$ cat src/sv/ucpd_pkg.sv
// shared types, constants and helpers for the serial command dimmer
`default_nettype none

package ucpd_pkg;

    localparam int CMD_ON     = 0;
    localparam int CMD_OFF    = 1;
    localparam int CMD_STATUS = 2;
    localparam int CMD_PWM    = 3;
    localparam int NUM_CMDS   = 4;
    localparam int CMD_MAX    = 6;

    localparam logic [7:0] CMD_TEXT [NUM_CMDS][CMD_MAX] = '{
        '{8'h4F, 8'h4E, 8'h00, 8'h00, 8'h00, 8'h00},
        '{8'h4F, 8'h46, 8'h46, 8'h00, 8'h00, 8'h00},
        '{8'h53, 8'h74, 8'h61, 8'h74, 8'h75, 8'h73},
        '{8'h50, 8'h57, 8'h4D, 8'h3A, 8'h00, 8'h00}
    };
    localparam logic [2:0] CMD_LEN [NUM_CMDS] = '{3'd2, 3'd3, 3'd6, 3'd4};

    localparam logic [7:0] CHAR_BANG  = 8'h21;
    localparam logic [7:0] CHAR_SPACE = 8'h20;
    localparam logic [7:0] CHAR_PLUS  = 8'h2B;
    localparam logic [7:0] CHAR_MINUS = 8'h2D;

    localparam logic [6:0]  DUTY_MAX    = 7'd100;
    localparam logic [6:0]  NUM_CAP     = 7'd127;
    localparam logic [15:0] COMPARE_MAX = 16'hFFFF;

    localparam logic [6:0] DEFAULT_DUTY_RESET = 7'd80;
    localparam logic [9:0] CPP_RESET          = 10'd10;

    localparam logic CFG_DEFAULT_DUTY = 1'b0;
    localparam logic CFG_COMPARE_PER  = 1'b1;

    typedef enum logic [2:0] {
        RESP_NONE   = 3'd0,
        RESP_ON     = 3'd1,
        RESP_OFF    = 3'd2,
        RESP_STATUS = 3'd3,
        RESP_DUTY   = 3'd4,
        RESP_ERROR  = 3'd5
    } resp_t;

    // decoded command for the line collected so far
    typedef struct packed {
        logic       on;
        logic       off;
        logic       status;
        logic       pwm;
        logic [6:0] pwm_duty;
    } cmd_t;

    function automatic logic [6:0] clamp_duty(input logic [6:0] duty);
        return (duty > DUTY_MAX) ? DUTY_MAX : duty;
    endfunction

    // duty times counts per percent, saturated to 16 bits
    function automatic logic [15:0] compare_for(input logic [6:0] duty,
                                                input logic [9:0] per_pct);
        logic [16:0] prod;
        prod = 17'(clamp_duty(duty)) * 17'(per_pct);
        return (prod > 17'(COMPARE_MAX)) ? COMPARE_MAX : prod[15:0];
    endfunction

endpackage

`default_nettype wire

$ cat src/sv/ucpd_line.sv
// command line collector: keyword matching and number accumulation per byte
`default_nettype none

module ucpd_line #(
    parameter int MAX_TEXT_LEN = 31
) (
    input  wire logic          clk,
    input  wire logic          rst_n,
    input  wire logic          step,
    input  wire logic [7:0]    rx_char,
    output ucpd_pkg::cmd_t     cmd
);

    localparam int LEN_W = $clog2(MAX_TEXT_LEN + 1);

    typedef enum logic [1:0] {
        PH_LEAD,
        PH_SIGN,
        PH_DIGITS,
        PH_DONE
    } phase_t;

    logic [LEN_W-1:0] len_reg, len_next;
    logic [3:0]       flags_reg, flags_next;
    phase_t           phase_reg, phase_next;
    logic [6:0]       value_reg, value_next;
    logic             neg_reg, neg_next;

    logic             printable;
    logic             digit;
    logic [10:0]      acc;

    assign printable = rx_char inside {[8'd32:8'd127]};
    assign digit     = rx_char inside {[8'h30:8'h39]};
    assign acc       = 11'(value_reg) * 11'd10 + 11'(rx_char[3:0]);

    always_comb
    begin
        len_next   = len_reg;
        flags_next = flags_reg;
        phase_next = phase_reg;
        value_next = value_reg;
        neg_next   = neg_reg;
        if (step && (rx_char == ucpd_pkg::CHAR_BANG ||
                     (printable && len_reg == LEN_W'(MAX_TEXT_LEN))))
        begin
            // end of line, or overflow restarts the line empty
            len_next   = '0;
            flags_next = '1;
            phase_next = PH_LEAD;
            value_next = '0;
            neg_next   = 1'b0;
        end
        else if (step && printable)
        begin
            for (int i = 0; i < ucpd_pkg::NUM_CMDS; i++)
            begin
                if (len_reg < LEN_W'(ucpd_pkg::CMD_LEN[i]))
                begin
                    if (rx_char != ucpd_pkg::CMD_TEXT[i][len_reg[2:0]])
                        flags_next[i] = 1'b0;
                end
                else if (i != ucpd_pkg::CMD_PWM)
                begin
                    flags_next[i] = 1'b0;
                end
            end
            if (len_reg >= LEN_W'(ucpd_pkg::CMD_LEN[ucpd_pkg::CMD_PWM]))
            begin
                case (phase_reg)
                    PH_LEAD:
                    begin
                        if (rx_char == ucpd_pkg::CHAR_SPACE)
                        begin
                            phase_next = PH_LEAD;
                        end
                        else if (rx_char == ucpd_pkg::CHAR_PLUS ||
                                 rx_char == ucpd_pkg::CHAR_MINUS)
                        begin
                            neg_next   = (rx_char == ucpd_pkg::CHAR_MINUS);
                            phase_next = PH_SIGN;
                        end
                        else if (digit)
                        begin
                            value_next = 7'(rx_char[3:0]);
                            phase_next = PH_DIGITS;
                        end
                        else
                        begin
                            phase_next = PH_DONE;
                        end
                    end
                    PH_SIGN, PH_DIGITS:
                    begin
                        if (digit)
                        begin
                            // saturate while accumulating
                            value_next = (acc > 11'(ucpd_pkg::NUM_CAP)) ?
                                         ucpd_pkg::NUM_CAP : acc[6:0];
                            phase_next = PH_DIGITS;
                        end
                        else
                        begin
                            phase_next = PH_DONE;
                        end
                    end
                    default:
                    begin
                        phase_next = PH_DONE;
                    end
                endcase
            end
            len_next = len_reg + LEN_W'(1);
        end
    end

    always_ff @(posedge clk or negedge rst_n)
    begin
        if (!rst_n)
        begin
            len_reg   <= '0;
            flags_reg <= '1;
            phase_reg <= PH_LEAD;
            value_reg <= '0;
            neg_reg   <= 1'b0;
        end
        else
        begin
            len_reg   <= len_next;
            flags_reg <= flags_next;
            phase_reg <= phase_next;
            value_reg <= value_next;
            neg_reg   <= neg_next;
        end
    end

    assign cmd.on     = flags_reg[ucpd_pkg::CMD_ON] &&
                        len_reg == LEN_W'(ucpd_pkg::CMD_LEN[ucpd_pkg::CMD_ON]);
    assign cmd.off    = flags_reg[ucpd_pkg::CMD_OFF] &&
                        len_reg == LEN_W'(ucpd_pkg::CMD_LEN[ucpd_pkg::CMD_OFF]);
    assign cmd.status = flags_reg[ucpd_pkg::CMD_STATUS] &&
                        len_reg == LEN_W'(ucpd_pkg::CMD_LEN[ucpd_pkg::CMD_STATUS]);
    assign cmd.pwm    = flags_reg[ucpd_pkg::CMD_PWM] &&
                        len_reg >= LEN_W'(ucpd_pkg::CMD_LEN[ucpd_pkg::CMD_PWM]);
    assign cmd.pwm_duty = neg_reg ? 7'd0 : ucpd_pkg::clamp_duty(value_reg);

endmodule

`default_nettype wire

$ cat src/sv/uart_command_pwm_dimmer.sv
// serial command dimmer top level: input register, command execution, result register
//
//   channel | direction | handshake            | payload
//   --------+-----------+----------------------+---------------------------------------------
//   in      | in        | in_valid / in_ready   | rx_byte
//   out     | out       | out_valid / out_ready | echo_byte, response, lamp_on,
//           |           |                      | duty_percent, pwm_compare
//   cfg     | in        | cfg_write            | cfg_index, cfg_data
//
// one byte per cycle while the result is not stalled; a beat goes from the input register to the result register
// the whole per-byte update (match, accumulate, 7x10 multiply and saturate) is one register stage
// reset clears the line, lamp off, duty and compare zero, registers to their defaults
// a stalled result holds the pipe; the input register still takes a beat while it is empty
`default_nettype none

module uart_command_pwm_dimmer #(
    parameter int MAX_TEXT_LEN = 31
) (
    input  wire logic        clk,
    input  wire logic        rst_n,
    input  wire logic        in_valid,
    output logic             in_ready,
    input  wire logic [7:0]  rx_byte,
    output logic             out_valid,
    input  wire logic        out_ready,
    output logic [7:0]       echo_byte,
    output logic [2:0]       response,
    output logic             lamp_on,
    output logic [6:0]       duty_percent,
    output logic [15:0]      pwm_compare,
    input  wire logic        cfg_write,
    input  wire logic        cfg_index,
    input  wire logic [9:0]  cfg_data
);

    logic        in_valid_reg;
    logic [7:0]  in_byte_reg;
    logic        out_valid_reg;
    logic [7:0]  echo_reg;
    ucpd_pkg::resp_t resp_reg, resp_next;
    logic        lamp_reg, lamp_next;
    logic [6:0]  duty_reg, duty_next;
    logic [15:0] compare_reg, compare_next;
    logic [6:0]  default_duty_reg;
    logic [9:0]  cpp_reg;
    logic        advance;
    logic [6:0]  on_duty;
    ucpd_pkg::cmd_t cmd;

    assign advance  = in_valid_reg && (!out_valid_reg || out_ready);
    assign in_ready = !in_valid_reg || advance;

    ucpd_line #(
        .MAX_TEXT_LEN (MAX_TEXT_LEN)
    ) u_line (
        .clk     (clk),
        .rst_n   (rst_n),
        .step    (advance),
        .rx_char (in_byte_reg),
        .cmd     (cmd)
    );

    assign on_duty = (duty_reg == 7'd0) ? ucpd_pkg::clamp_duty(default_duty_reg) : duty_reg;

    always_comb
    begin
        resp_next    = ucpd_pkg::RESP_NONE;
        lamp_next    = lamp_reg;
        duty_next    = duty_reg;
        compare_next = compare_reg;
        if (in_byte_reg == ucpd_pkg::CHAR_BANG)
        begin
            if (cmd.on)
            begin
                lamp_next    = 1'b1;
                duty_next    = on_duty;
                compare_next = ucpd_pkg::compare_for(on_duty, cpp_reg);
                resp_next    = ucpd_pkg::RESP_ON;
            end
            else if (cmd.off)
            begin
                lamp_next    = 1'b0;
                compare_next = '0;
                resp_next    = ucpd_pkg::RESP_OFF;
            end
            else if (cmd.status)
            begin
                resp_next = ucpd_pkg::RESP_STATUS;
            end
            else if (cmd.pwm)
            begin
                duty_next = cmd.pwm_duty;
                if (lamp_reg)
                    compare_next = ucpd_pkg::compare_for(cmd.pwm_duty, cpp_reg);
                resp_next = ucpd_pkg::RESP_DUTY;
            end
            else
            begin
                resp_next = ucpd_pkg::RESP_ERROR;
            end
        end
    end

    always_ff @(posedge clk or negedge rst_n)
    begin
        if (!rst_n)
        begin
            in_valid_reg  <= 1'b0;
            out_valid_reg <= 1'b0;
            lamp_reg      <= 1'b0;
            duty_reg      <= '0;
            compare_reg   <= '0;
            resp_reg      <= ucpd_pkg::RESP_NONE;
        end
        else
        begin
            if (in_ready)
                in_valid_reg <= in_valid;
            if (advance)
            begin
                out_valid_reg <= 1'b1;
                resp_reg      <= resp_next;
                lamp_reg      <= lamp_next;
                duty_reg      <= duty_next;
                compare_reg   <= compare_next;
            end
            else if (out_ready)
            begin
                out_valid_reg <= 1'b0;
            end
        end
    end

    always_ff @(posedge clk)
    begin
        if (in_ready && in_valid)
            in_byte_reg <= rx_byte;
        if (advance)
            echo_reg <= in_byte_reg;
    end

    always_ff @(posedge clk or negedge rst_n)
    begin
        if (!rst_n)
        begin
            default_duty_reg <= ucpd_pkg::DEFAULT_DUTY_RESET;
            cpp_reg          <= ucpd_pkg::CPP_RESET;
        end
        else if (cfg_write)
        begin
            case (cfg_index)
                ucpd_pkg::CFG_DEFAULT_DUTY: default_duty_reg <= cfg_data[6:0];
                ucpd_pkg::CFG_COMPARE_PER:  cpp_reg          <= cfg_data;
                default:                    cpp_reg          <= cpp_reg;
            endcase
        end
    end

    // lamp state and duty belong to the beat in the result register
    assign out_valid    = out_valid_reg;
    assign echo_byte    = echo_reg;
    assign response     = resp_reg;
    assign lamp_on      = lamp_reg;
    assign duty_percent = duty_reg;
    assign pwm_compare  = compare_reg;

    a_resp_only_on_bang: assert property (@(posedge clk) disable iff (!rst_n)
        out_valid_reg && resp_reg != ucpd_pkg::RESP_NONE |-> echo_reg == ucpd_pkg::CHAR_BANG)
        else $error("response on a byte other than the line end");

    a_off_means_no_compare: assert property (@(posedge clk) disable iff (!rst_n)
        !lamp_reg |-> compare_reg == 16'd0)
        else $error("compare nonzero with lamp off");

    a_duty_range: assert property (@(posedge clk) disable iff (!rst_n)
        duty_reg <= ucpd_pkg::DUTY_MAX)
        else $error("stored duty above limit");

    a_stall_cause: assert property (@(posedge clk) disable iff (!rst_n)
        !in_ready |-> in_valid_reg && out_valid_reg && !out_ready)
        else $error("input stalled with room in the pipe");

endmodule

`default_nettype wire
$ cat config.mk
export PLATFORM = sky130hd
export DESIGN_NAME = uart_command_pwm_dimmer
export DESIGN_NICKNAME = d
export VERILOG_FILES = /design/src/sv/ucpd_pkg.sv /design/src/sv/ucpd_line.sv /design/src/sv/uart_command_pwm_dimmer.sv
export SDC_FILE = /design/constraint.sdc
export NUM_CORES = 1
export LEC_CHECK = 0
export BUFFER_PORTS_ARGS = -buffer_cell sky130_fd_sc_hd__buf_4
export CAP_MARGIN = 20
export CORE_MARGIN = 5
export CORE_UTILIZATION = 25
export DETAILED_ROUTE_END_ITERATION = 8
export PLACE_DENSITY_LB_ADDON = 0.2
export SYNTH_ARGS = -nofsm -noshare
export SYNTH_HDL_FRONTEND = slang
export SYNTH_SLANG_ARGS = --single-unit
$ cat constraint.sdc
create_clock -name clk -period 6.2 [get_ports clk]
set_input_delay 0.62 -clock clk [delete_from_list [all_inputs] [get_ports clk]]
set_output_delay 0.62 -clock clk [all_outputs]
set_load 0.01 [all_outputs]
==> results of run 1 <==
[through the flow]
step	hold WS, ns	utilization [%]	total power, mW
floorplan	0.324	-	2.56
global placement	0.446	29.1	3.37
detailed placement	0.457	29.1	3.35
CTS	0.416	30.1	3.96
global route	0.416	30.7	4.54
finish	0.392	30.7	4.11
[how the worst max path moves through the flow]
stage | start | endpoint | slack [ns] | cells after the start
final | default_duty_reg[6] | pwm_compare[15] | 0.06 | 23
after global routing | default_duty_reg[6] | pwm_compare[7] | -0.13 | 23
after CTS | default_duty_reg[6] | pwm_compare[15] | 0.002 | 22
after detailed placement | duty_percent[0] | pwm_compare[11] | -0.11 | 22
after global placement | duty_percent[0] | pwm_compare[6] | -0.003 | 22
after floorplan | duty_percent[0] | pwm_compare[11] | 0.009 | 24
[report_power, final]
group / switching [mW] / internal [mW]
clock network: 0.239 / 0.275
logic: 1.58 / 1.29
registers: 0.107 / 0.614
total: 1.93 / 2.18
[cells in the mapped netlist, drive strengths merged, types with 8 or more instances]
library cell,count
nand2,95
o21ai,56
a21o,16
nand3,18
ha,93
o211ai,14
nor3,10
a31oi,11
dfrtp,57
mux2,17
inv,112
xor2,20
nor2,62
nor2b,22
and2,59
nand2b,12
dfstp,8
and3,34
edfxtp,16
a211oi,8
clkbuf,36
a21oi,44
fa,80
xnor2,16
[metal layers]
layer / part of all wire, % / vias to the layer above
met2: 50 / 93
met1: 45 / 3614
met4: 1.8 / 2
li1: - / 3630
met5: 0.049 / -
met3: 2.8 / 29
[kinds of logic after synthesis]
kind of cell    share of synthesized area [%]
simple gates                             19.9
mux                                      2.22
fa+ha+maj                                30.4
buf+inv                                  6.91
xor+xnor                                 3.47
compound gates                           13.8
flops                                    23.3
[critical path: cells and delay by family (launching register included)]
family,cells,cell delay (ns)
AO/OA/AOI/OAI,10,2.15
adder cells (fa/ha/maj),5,2.26
buffers and inverters,4,0.28
flip-flops,1,0.54
AND/OR/NAND/NOR,4,0.81
[area by class of cell]
| class | instances | share of cell area, % |
|---|---|---|
| Timing Repair Buffer | 140 | 9.67 |
| Multi-Input combinational cell | 769 | 59.5 |
| Clock buffer | 9 | 2.05 |
| Sequential cell | 81 | 19.3 |
| Tap cell | 461 | 5.25 |
| Inverter | 112 | 3.83 |
| Clock inverter | 7 | 0.490 |
[timing repair]
item / 4_1_cts / 5_1_grt
setup endpoints to repair: 15 / 16
gates cloned: 1 / 0
pin swaps: 6 / 37
setup buffers: 5 / 11
gates resized for setup: 10 / 39
hold buffers: 0 / 0
==> out/results.txt, run 1 <==
Fill cells: 3810
CP most frequent cell: fa_1
cell count of the worst reg-to-reg path: 23
Top FF cell, synth: dfrtp_1
Total Routing Usage GR: 13.1%
status: finished clean
IO Pins: 61
met1 global-route usage: 17.1%
H-tree levels: 3
CP max FO: 4
DR vias/cell: 4.67
FF-to-FF End: pwm_compare[15]
critical path class: flop to flop
diode count: 0
Clock Sinks: 81
class of the worst hold path: input pin to asynchronous set/reset pin
vias in the first global route: 7687
Setup WS post-layout: 0.0606 ns
endpoints failing hold: 0
top-area cell type share of the netlist area: 17.6%
Pwr Density: 374 mW/mm^2
Rel. slew slack: 40.1%
GPL Wtd Cong: 0.816
fin crit share: 99.0%
max reg flops: 16
Mean Syn Cell Area: 9.04 um^2
Worst VDD drop: 0.249 mV
Die Height: 201 um
DRC: 0
pre-CTS setup slack: -0.109 ns
Die Wd: 201 um
root cell of the clock tree: clkbuf_16
worst path arrival time: 6.37 ns
unrepaired setup endpoints after global routing: yes
share of cells above drive strength 1: 20.9%
Final nets: 1310
CTS tree: yes
First-pass DRT Iterations: 4
synthesized instance count: 1005
Layout Cells excl Fill: 1579
EDFF count, synth: 16
core footprint: 0.0357 mm^2
max-cap viol count: 0
clk buf depth: 2
r2r startpoint: default_duty_reg[6]
critical path data required time: 6.43 ns
Pins Over Slew Limit: 0
Final Setup Violations: 0
WL per Instance: 16.7 um
post-route cell area: 0.0110 mm^2
Synth area leader: fa_1
DP Wirelength: 21100 um
CP endpoint kind: flop
met3 usage: 1.79%
register area: 0.00212 mm^2
area of the die: 0.0403 mm^2
Synth Register Bits: 81
initial core utilization: 25.4%
fmax: 163 MHz
FF-to-FF setup slack: 0.06 ns
first-pass GRT wire length: 42600 um
grt met2 use: 22.8%
leading post-synthesis cells by cell area: fa_1, dfrtp_1, ha_1
crit start category: flop
Detailed Route Iter0 Violations: 229
maximum number of pins on one net before global-route repair: 66
total negative slack: 0 ns
Synth cell types: 77
max incr delay on CP: 0.54 ns
Slowest cell on crit path: dfstp_2
commonest cells after routing, fill and taps aside: buf_4, inv_1, nand2_1
syn nets: 1202
PortBufs: 60
Placed Cells incl. Taps: 1545
initial antenna violation count: 1
latest clock arrival within the worst-skew pair: 0.36 ns
clock skew: 0.0128 ns
Cell Chain, Critical Path: o311a_1 -> and4bb_2 -> a211o_1 -> a21o_1 -> a21oi_4 -> buf_6 -> nand2_4 -> fa_1 -> fa_1 -> inv_1 -> fa_1 -> inv_2 -> fa_1 -> inv_2 -> ha_4 -> a21oi_4 -> o211ai_1 -> a2111oi_4 -> nor3_2 -> or3_4 -> a32oi_1 -> a21boi_2 -> o211ai_1
Ys Warns: 0
Remaining Overflow, GRT: 0
most common cell after layout, fill and taps aside: buf_4
Tmin final: 6.14 ns
Layout area overhead: 20.9%
sequential cell area fraction in the yosys report: 23.3%
row count: 69
gr busiest metal: met2
Leak: 5.49 nW
final wirelength: 26300 um
Mapped Area: 0.00909 mm^2
Num CTS Buffers: 9
Least-Margin Pin Slew: 0.899 ns
multi-input logic area: 0.00654 mm^2
Clock Pin Slew Worst Setup and Hold Paths: 0.07 ns
Async SR Flop Fraction: 80.2%
via count: 7368
Post-DP Area: 0.0104 mm^2
Routed Antenna Nets: 0
No activity file was read; power rests on OpenSTA's default activity.
==> run 2: changes to the inputs <==
--- a/config.mk
+++ b/config.mk
@@ -8,7 +8,7 @@
 export BUFFER_PORTS_ARGS = -buffer_cell sky130_fd_sc_hd__buf_4
 export CAP_MARGIN = 20
 export CORE_MARGIN = 5
-export CORE_UTILIZATION = 25
+export CORE_UTILIZATION = 57
 export DETAILED_ROUTE_END_ITERATION = 8
 export PLACE_DENSITY_LB_ADDON = 0.2
 export SYNTH_ARGS = -nofsm -noshare
==> run 2 against run 1 <==
  * Power down 0.32%
  * Global-route usage up 13 points
  * Clock power up 12%
  * Largest power group unchanged
  * Register-to-register slack better by 0.08 ns
  * Fmax up 1.4%
  * Worst setup slack better by 0.084 ns
  * Sequential share of layout area up 0.97 points
  * Critical endpoint unchanged
  * Critical path type unchanged
  * Die area down 54%
  * Clock skew down 0.0045 ns
  * Combinational power down 3%
==> out/results.txt, run 2 (synthesis gave the netlist of run 1 again) <==
status: finished clean (unchanged)
worst path arrival time: 6.27 ns (was 6.37 ns)
vias in the first global route: 7695 (was 7687)
fin crit share: 97.7% (was 99.0%)
most common cell after layout, fill and taps aside: buf_4 (unchanged)
P_int: 2.21 mW (was 2.18 mW)
crit start category: flop (unchanged)
Clock Sinks: 81 (unchanged)
Remaining Overflow, GRT: 0 (unchanged)
clk buf depth: 2 (unchanged)
unrepaired setup endpoints after global routing: yes (unchanged)
CTS tree: yes (unchanged)
Clk pwr share: 14.0% (was 12.5%)
Die Wd: 136 um (was 201 um)
core footprint: 0.0158 mm^2 (was 0.0357 mm^2)
Least-Margin Pin Slew: 1.06 ns (was 0.899 ns)
DR vias/cell: 5.79 (was 4.67)
latest clock arrival within the worst-skew pair: 0.35 ns (was 0.36 ns)
DRC: 0 (unchanged)
share of power burned in registers: 17.9% (was 17.6%)
Leak: 5.35 nW (was 5.49 nW)
maximum number of pins on one net before global-route repair: 66 (unchanged)
Power Total: 4.09 mW (was 4.11 mW)
row count: 46 (was 69)
switching share of power: 46.1% (was 46.9%)
PortBufs: 60 (unchanged)
DP Wirelength: 17700 um (was 21100 um)
clock skew: 0.00835 ns (was 0.0128 ns)
Detailed Route Iter0 Violations: 485 (was 229)
fmax: 165 MHz (was 163 MHz)
Gate power share: 68.1% (was 69.9%)
WL per Instance: 17.6 um (was 16.7 um)
Total Routing Usage GR: 25.8% (was 13.1%)
commonest cells after routing, fill and taps aside: buf_4, inv_1, nand2_1 (unchanged)
first-pass GRT wire length: 38100 um (was 42600 um)
critical path data required time: 6.42 ns (was 6.43 ns)
switching pwr: 1.88 mW (was 1.93 mW)
Layout area overhead: 15.2% (was 20.9%)
Routed Antenna Nets: 0 (unchanged)
diode count: 0 (unchanged)
Final nets: 1282 (was 1310)
Placed Cells incl. Taps: 1281 (was 1545)
Pwr Density: 391 mW/mm^2 (was 374 mW/mm^2)
max-cap viol count: 0 (unchanged)
Post-DP Area: 0.00994 mm^2 (was 0.0104 mm^2)
GPL Wtd Cong: 0.898 (was 0.816)
initial antenna violation count: 0 (was 1)
initial core utilization: 57.6% (was 25.4%)
final wirelength: 23000 um (was 26300 um)
H-tree levels: 3 (unchanged)
CP max FO: 5 (was 4)
endpoints failing hold: 0 (unchanged)
class of the worst hold path: input pin to asynchronous set/reset pin (unchanged)
Final Setup Violations: 0 (unchanged)
Num CTS Buffers: 9 (unchanged)
Clock Pin Slew Worst Setup and Hold Paths: 0.06 ns (was 0.07 ns)
Worst VDD drop: 0.454 mV (was 0.249 mV)
Pins Over Slew Limit: 0 (unchanged)
max reg flops: 16 (unchanged)
area of the die: 0.0186 mm^2 (was 0.0403 mm^2)
First-pass DRT Iterations: 5 (was 4)
IO Pins: 61 (unchanged)
Tmin final: 6.06 ns (was 6.14 ns)
Rel. slew slack: 28.6% (was 40.1%)
root cell of the clock tree: clkbuf_16 (unchanged)
critical path class: flop to flop (unchanged)
CP endpoint kind: flop (unchanged)
cell count of the worst reg-to-reg path: 23 (unchanged)
Layout Cells excl Fill: 1306 (was 1579)
post-route cell area: 0.0105 mm^2 (was 0.0110 mm^2)
Hold Buf Count CTS: 0 (unchanged)
Die Height: 136 um (was 201 um)
share of cells above drive strength 1: 17.9% (was 20.9%)
via count: 7558 (was 7368)
==> run 2: cell count changes in the layout (fill, tap and decap cells not counted), moves of 2 or more <==
cell / previous run / this run
inv_1: 106 / 108
a21oi_2: 5 / 2
inv_2: 6 / 4
nor2_1: 57 / 59
a21oi_1: 37 / 40
nor2_2: 5 / 3
buf_4: 136 / 109
bufinv_16: 0 / 2
==> run 2: cell type report <==
class	count	area [um^2]
flip-flops and latches	81	2120
inverters	112	420
clock buffers	10	229
clock inverters	6	83.8
multi-input cells	770	6500
fillers	1344	5310
repair buffers	111	841
well taps	216	270
==> run 2: critical path, stage by stage, from the launching register on <==
cell and delay (ns):
dfstp_2 0.54, o311a_1 0.21, and4bb_4 0.23, a211o_1 0.29, a21o_1 0.19, a21oi_4 0.19, buf_6 0.13, and2_4 0.14
fa_1 0.43, fa_1 0.49, fa_1 0.49, inv_1 0.05, fa_1 0.50, inv_1 0.05, ha_2 0.18, buf_4 0.15
nor2_2 0.10, o211ai_1 0.17, a2111oi_4 0.38, nor3_2 0.10, or3_4 0.37, a32oi_1 0.21, a21boi_2 0.20, o211ai_1 0.12
==> run 2: path summary, 6_finish.rpt <==
kind / startpoint / to / slack, ns
max: default_duty_reg[6] / pwm_compare[15] / 0.14
min: rst_n / u_line.len_reg[2] / 0.36
max reg2reg: default_duty_reg[6] / pwm_compare[15] / 0.14
min reg2reg: u_line.flags_reg[3] / u_line.flags_reg[3] / 0.46
max in group asynchronous: rst_n / default_duty_reg[3] / 5.25
min in group clk: rx_byte[0] / in_byte_reg[0] / 0.44
==> run 2: stage by stage <==
| stage | hold slack [ns] | setup WS, ns | setup TNS, ns | util, % |
|---|---|---|---|---|
| after floorplan | 0.324 | 0.00897 | 0 | - |
| after global placement | 0.445 | 0.111 | 0 | 63.1 |
| after detailed placement | 0.457 | -0.122 | -0.211 | 63.1 |
| after CTS | 0.398 | 0.0173 | 0 | 65.3 |
| after global routing | 0.427 | -0.0544 | -0.179 | 66.4 |
| final | 0.361 | 0.145 | 0 | 66.4 |
==> run 2: what timing repair did <==
action	CTS	global route
gates cloned	0	2
setup endpoints to repair	9	16
buffers inserted	2	5
pin swaps	5	35
resized for setup	6	32
==> run 2: layer usage <==
metal	up-vias	GRT usage, %	routed length, um
li1	3594	-	-
met1	3691	33.2	9870
met2	227	44.5	11500
met3	46	4.33	1100
met4	0	7.73	517
met5	-	0	0
==> run 2: power by group through the flow <==
stage | combinational, mW | sequential (mW) | clock (mW)
after detailed placement | 2.51 | 0.736 | 0
after floorplan | 1.87 | 0.685 | 0
after CTS | 2.59 | 0.727 | 0.581
after global routing | 3.09 | 0.741 | 0.601
final | 2.79 | 0.731 | 0.573
after global placement | 2.47 | 0.736 | 0
==> run 3: changes to the inputs <==
--- a/config.mk
+++ b/config.mk
@@ -5,6 +5,7 @@
 export SDC_FILE = /design/constraint.sdc
 export NUM_CORES = 1
 export LEC_CHECK = 0
+export ABC_AREA = 1
 export BUFFER_PORTS_ARGS = -buffer_cell sky130_fd_sc_hd__buf_4
 export CAP_MARGIN = 20
 export CORE_MARGIN = 5
==> constraint.sdc (replaced) <==
create_clock -name clk -period 6.2 [get_ports clk]
set_input_delay 0.62 -clock clk [delete_from_list [all_inputs] [get_ports clk]]
set_output_delay 0.62 -clock clk [all_outputs]
set_load 0.1 [all_outputs]
==> run 3 against run 2 <==
  * Die area increased by 1.9%
  * Critical endpoint is now pwm_compare[4]
  * Largest cell class unchanged
  * Clock power decreased by 3%
  * Utilization decreased by 1.6 points
  * Synthesized cell count increased by 21%
  * Via count increased by 6.8%
  * Register-to-register slack improved by 0.25 ns
  * Global-route usage increased by 0.66 points
  * Combinational power decreased by 37%
  * First-iteration DRC count increased by 60%
  * Hold slack improved by 0.0025 ns
==> out/results.txt, run 3 <==
status: finished clean (unchanged)
Mean Syn Cell Area: 7.62 um^2 (was 9.04 um^2)
CP max FO: 7 (was 5)
CTS tree: yes (unchanged)
initial antenna violation count: 0 (unchanged)
critical path class: flop to flop (unchanged)
share of cells above drive strength 1: 12.7% (was 17.9%)
area of the die: 0.0189 mm^2 (was 0.0186 mm^2)
leading post-synthesis cells by cell area: fa_1, dfrtp_1, ha_1 (unchanged)
Rel. slew slack: 44.8% (was 28.6%)
DRC: 0 (unchanged)
via count: 8073 (was 7558)
clock skew: 0.0135 ns (was 0.00835 ns)
Remaining Overflow, GRT: 0 (unchanged)
H-tree levels: 3 (unchanged)
Clock Pin Slew Worst Setup and Hold Paths: 0.07 ns (was 0.06 ns)
max incr delay on CP: 0.54 ns (about the same)
Layout area overhead: 11.3% (was 15.2%)
synthesized instance count: 1217 (was 1005)
Num CTS Buffers: 9 (unchanged)
Least-Margin Pin Slew: 0.829 ns (was 1.06 ns)
Layout Cells excl Fill: 1498 (was 1306)
fin crit share: 93.7% (was 97.7%)
latest clock arrival within the worst-skew pair: 0.35 ns (about the same)
clk buf depth: 2 (unchanged)
DP Wirelength: 18700 um (was 17700 um)
PortBufs: 60 (unchanged)
diode count: 0 (unchanged)
Synth cell types: 52 (was 77)
commonest cells after routing, fill and taps aside: nand2_1, inv_1, nor2_1 (was buf_4, inv_1, nand2_1)
critical path data required time: 6.44 ns (was 6.42 ns)
class of the worst hold path: input pin to asynchronous set/reset pin (unchanged)
r2r startpoint: duty_percent[3] (was default_duty_reg[6])
maximum number of pins on one net before global-route repair: 66 (unchanged)
GPL Wtd Cong: 0.926 (was 0.898)
root cell of the clock tree: clkbuf_16 (unchanged)
max-cap viol count: 0 (unchanged)
CP endpoint kind: flop (unchanged)
First-pass DRT Iterations: 5 (unchanged)
row count: 46 (unchanged)
Pins Over Slew Limit: 0 (unchanged)
syn nets: 1414 (was 1202)
Final Setup Violations: 0 (unchanged)
DR vias/cell: 5.39 (was 5.79)
worst setup path start: duty_percent[3] (was default_duty_reg[6])
WL per Instance: 15.7 um (was 17.6 um)
Slowest cell on crit path: fa_1 (was dfstp_2)
top-count cell post-synth: nand2_1 (was inv_1)
Leak: 5.69 nW (was 5.35 nW)
Die Wd: 138 um (was 136 um)
EDFF count, synth: 16 (unchanged)
Synth Register Bits: 81 (unchanged)
Die Height: 138 um (was 136 um)
max reg flops: 16 (unchanged)
fmax: 172 MHz (was 165 MHz)
first-pass GRT wire length: 39600 um (was 38100 um)
Clock Sinks: 81 (unchanged)
Worst VDD drop: 0.212 mV (was 0.454 mV)
commonest cells in the synthesized netlist: nand2_1, inv_1, nor2_1 (was inv_1, nand2_1, ha_1)
Total Routing Usage GR: 26.4% (was 25.8%)
Final nets: 1474 (was 1282)
Mapped Area: 0.00928 mm^2 (was 0.00909 mm^2)
Async SR Flop Fraction: 80.2% (unchanged)
top-area cell type share of the netlist area: 17.3% (was 17.6%)
initial core utilization: 58.2% (was 57.6%)
Pwr Density: 296 mW/mm^2 (was 391 mW/mm^2)
Ys Warns: 0 (unchanged)
Detailed Route Iter0 Violations: 776 (was 485)
Top FF cell, synth: dfrtp_1 (unchanged)
Placed Cells incl. Taps: 1477 (was 1281)
unrepaired setup endpoints after global routing: no (was yes)
most common cell after layout, fill and taps aside: nand2_1 (was buf_4)
Routed Antenna Nets: 0 (unchanged)
IO Pins: 61 (unchanged)
sequential cell area fraction in the yosys report: 22.8% (was 23.3%)
worst path arrival time: 6.05 ns (was 6.27 ns)
vias in the first global route: 8019 (was 7695)
cell count of the worst reg-to-reg path: 33 (was 23)
Tmin final: 5.81 ns (was 6.06 ns)
crit start category: flop (unchanged)
total negative slack: 0 ns (unchanged)
core footprint: 0.0159 mm^2 (was 0.0158 mm^2)
Synth area leader: fa_1 (unchanged)
final wirelength: 23500 um (was 23000 um)
endpoints failing hold: 0 (unchanged)
-- run 3: power by group --
part,switching [mW],internal [mW],leakage [nW]
clock,0.235,0.320,0.150
combinational,1.14,0.618,4.60
sequential,0.114,0.629,0.941
-- run 3: layout make-up --
cell class	count	area, um^2
multi-input cells	904	6310
fillers	1385	5620
flip-flops and latches	81	2120
inverters	212	802
repair buffers	68	510
well taps	216	270
clock buffers	9	225
clock inverters	7	82.6
repair inverters	1	7.51
-- run 3: cells by family (layout without fill, tap and decap cells) --
kind of cell               Yosys count  in the layout  synth area share [%]
xor gates and xnor gates            34             34                  3.21
DFF                                 81             81                  22.8
adders and majority gates          173            173                  29.8
AOI/OAI and AO/OA                  140            140                  8.73
buffers and inverters              233            297                  9.70
and+or+nand+nor                    556            557                  25.7
-- run 3: per-layer routing --
metal	wire, um	vias to the layer above	track usage, %
li1	-	3933	-
met5	0	-	0
met3	1900	47	6.14
met2	10100	299	40.1
met1	11000	3794	38.2
met4	539	0	6.87
-- run 3: worst max-delay path, delay by kind of cell, from the launching register on --
family	cells	cell delay [ns]
buffers and inverters	6	0.46
flip-flops	1	0.44
adder cells (fa/ha/maj)	5	2.46
AO/OA/AOI/OAI	2	0.38
AND/OR/NAND/NOR	20	1.95
-- run 3: what timing repair did --
item	CTS	global route
setup endpoints to repair	0	9
buffers inserted	0	3
hold buffers	0	0
gates resized for setup	0	12
-- run 3: path summary, 6_finish.rpt --
check                                           end  slack (ns)
worst min register to register  u_line.flags_reg[0]        0.48
min in group clk                     in_byte_reg[7]        0.44
worst max register to register       pwm_compare[4]        0.39
worst max-delay path                 pwm_compare[4]        0.39
worst min-delay path            default_duty_reg[0]        0.36
max in group asynchronous            pwm_compare[2]        5.28
-- run 3: per-stage QoR --
stage	cell area [um^2]	power, mW	hold WS (ns)	utilization (%)	worst slack [ns]
after detailed placement	9930	2.45	0.463	62.3	0.391
final	10300	3.06	0.364	64.8	0.392
after floorplan	9280	2.01	0.324	-	0.374
after global routing	10300	3.35	0.421	64.8	0.00108
after global placement	9930	2.43	0.455	62.3	0.524
after CTS	10200	3.03	0.397	64.2	0.381
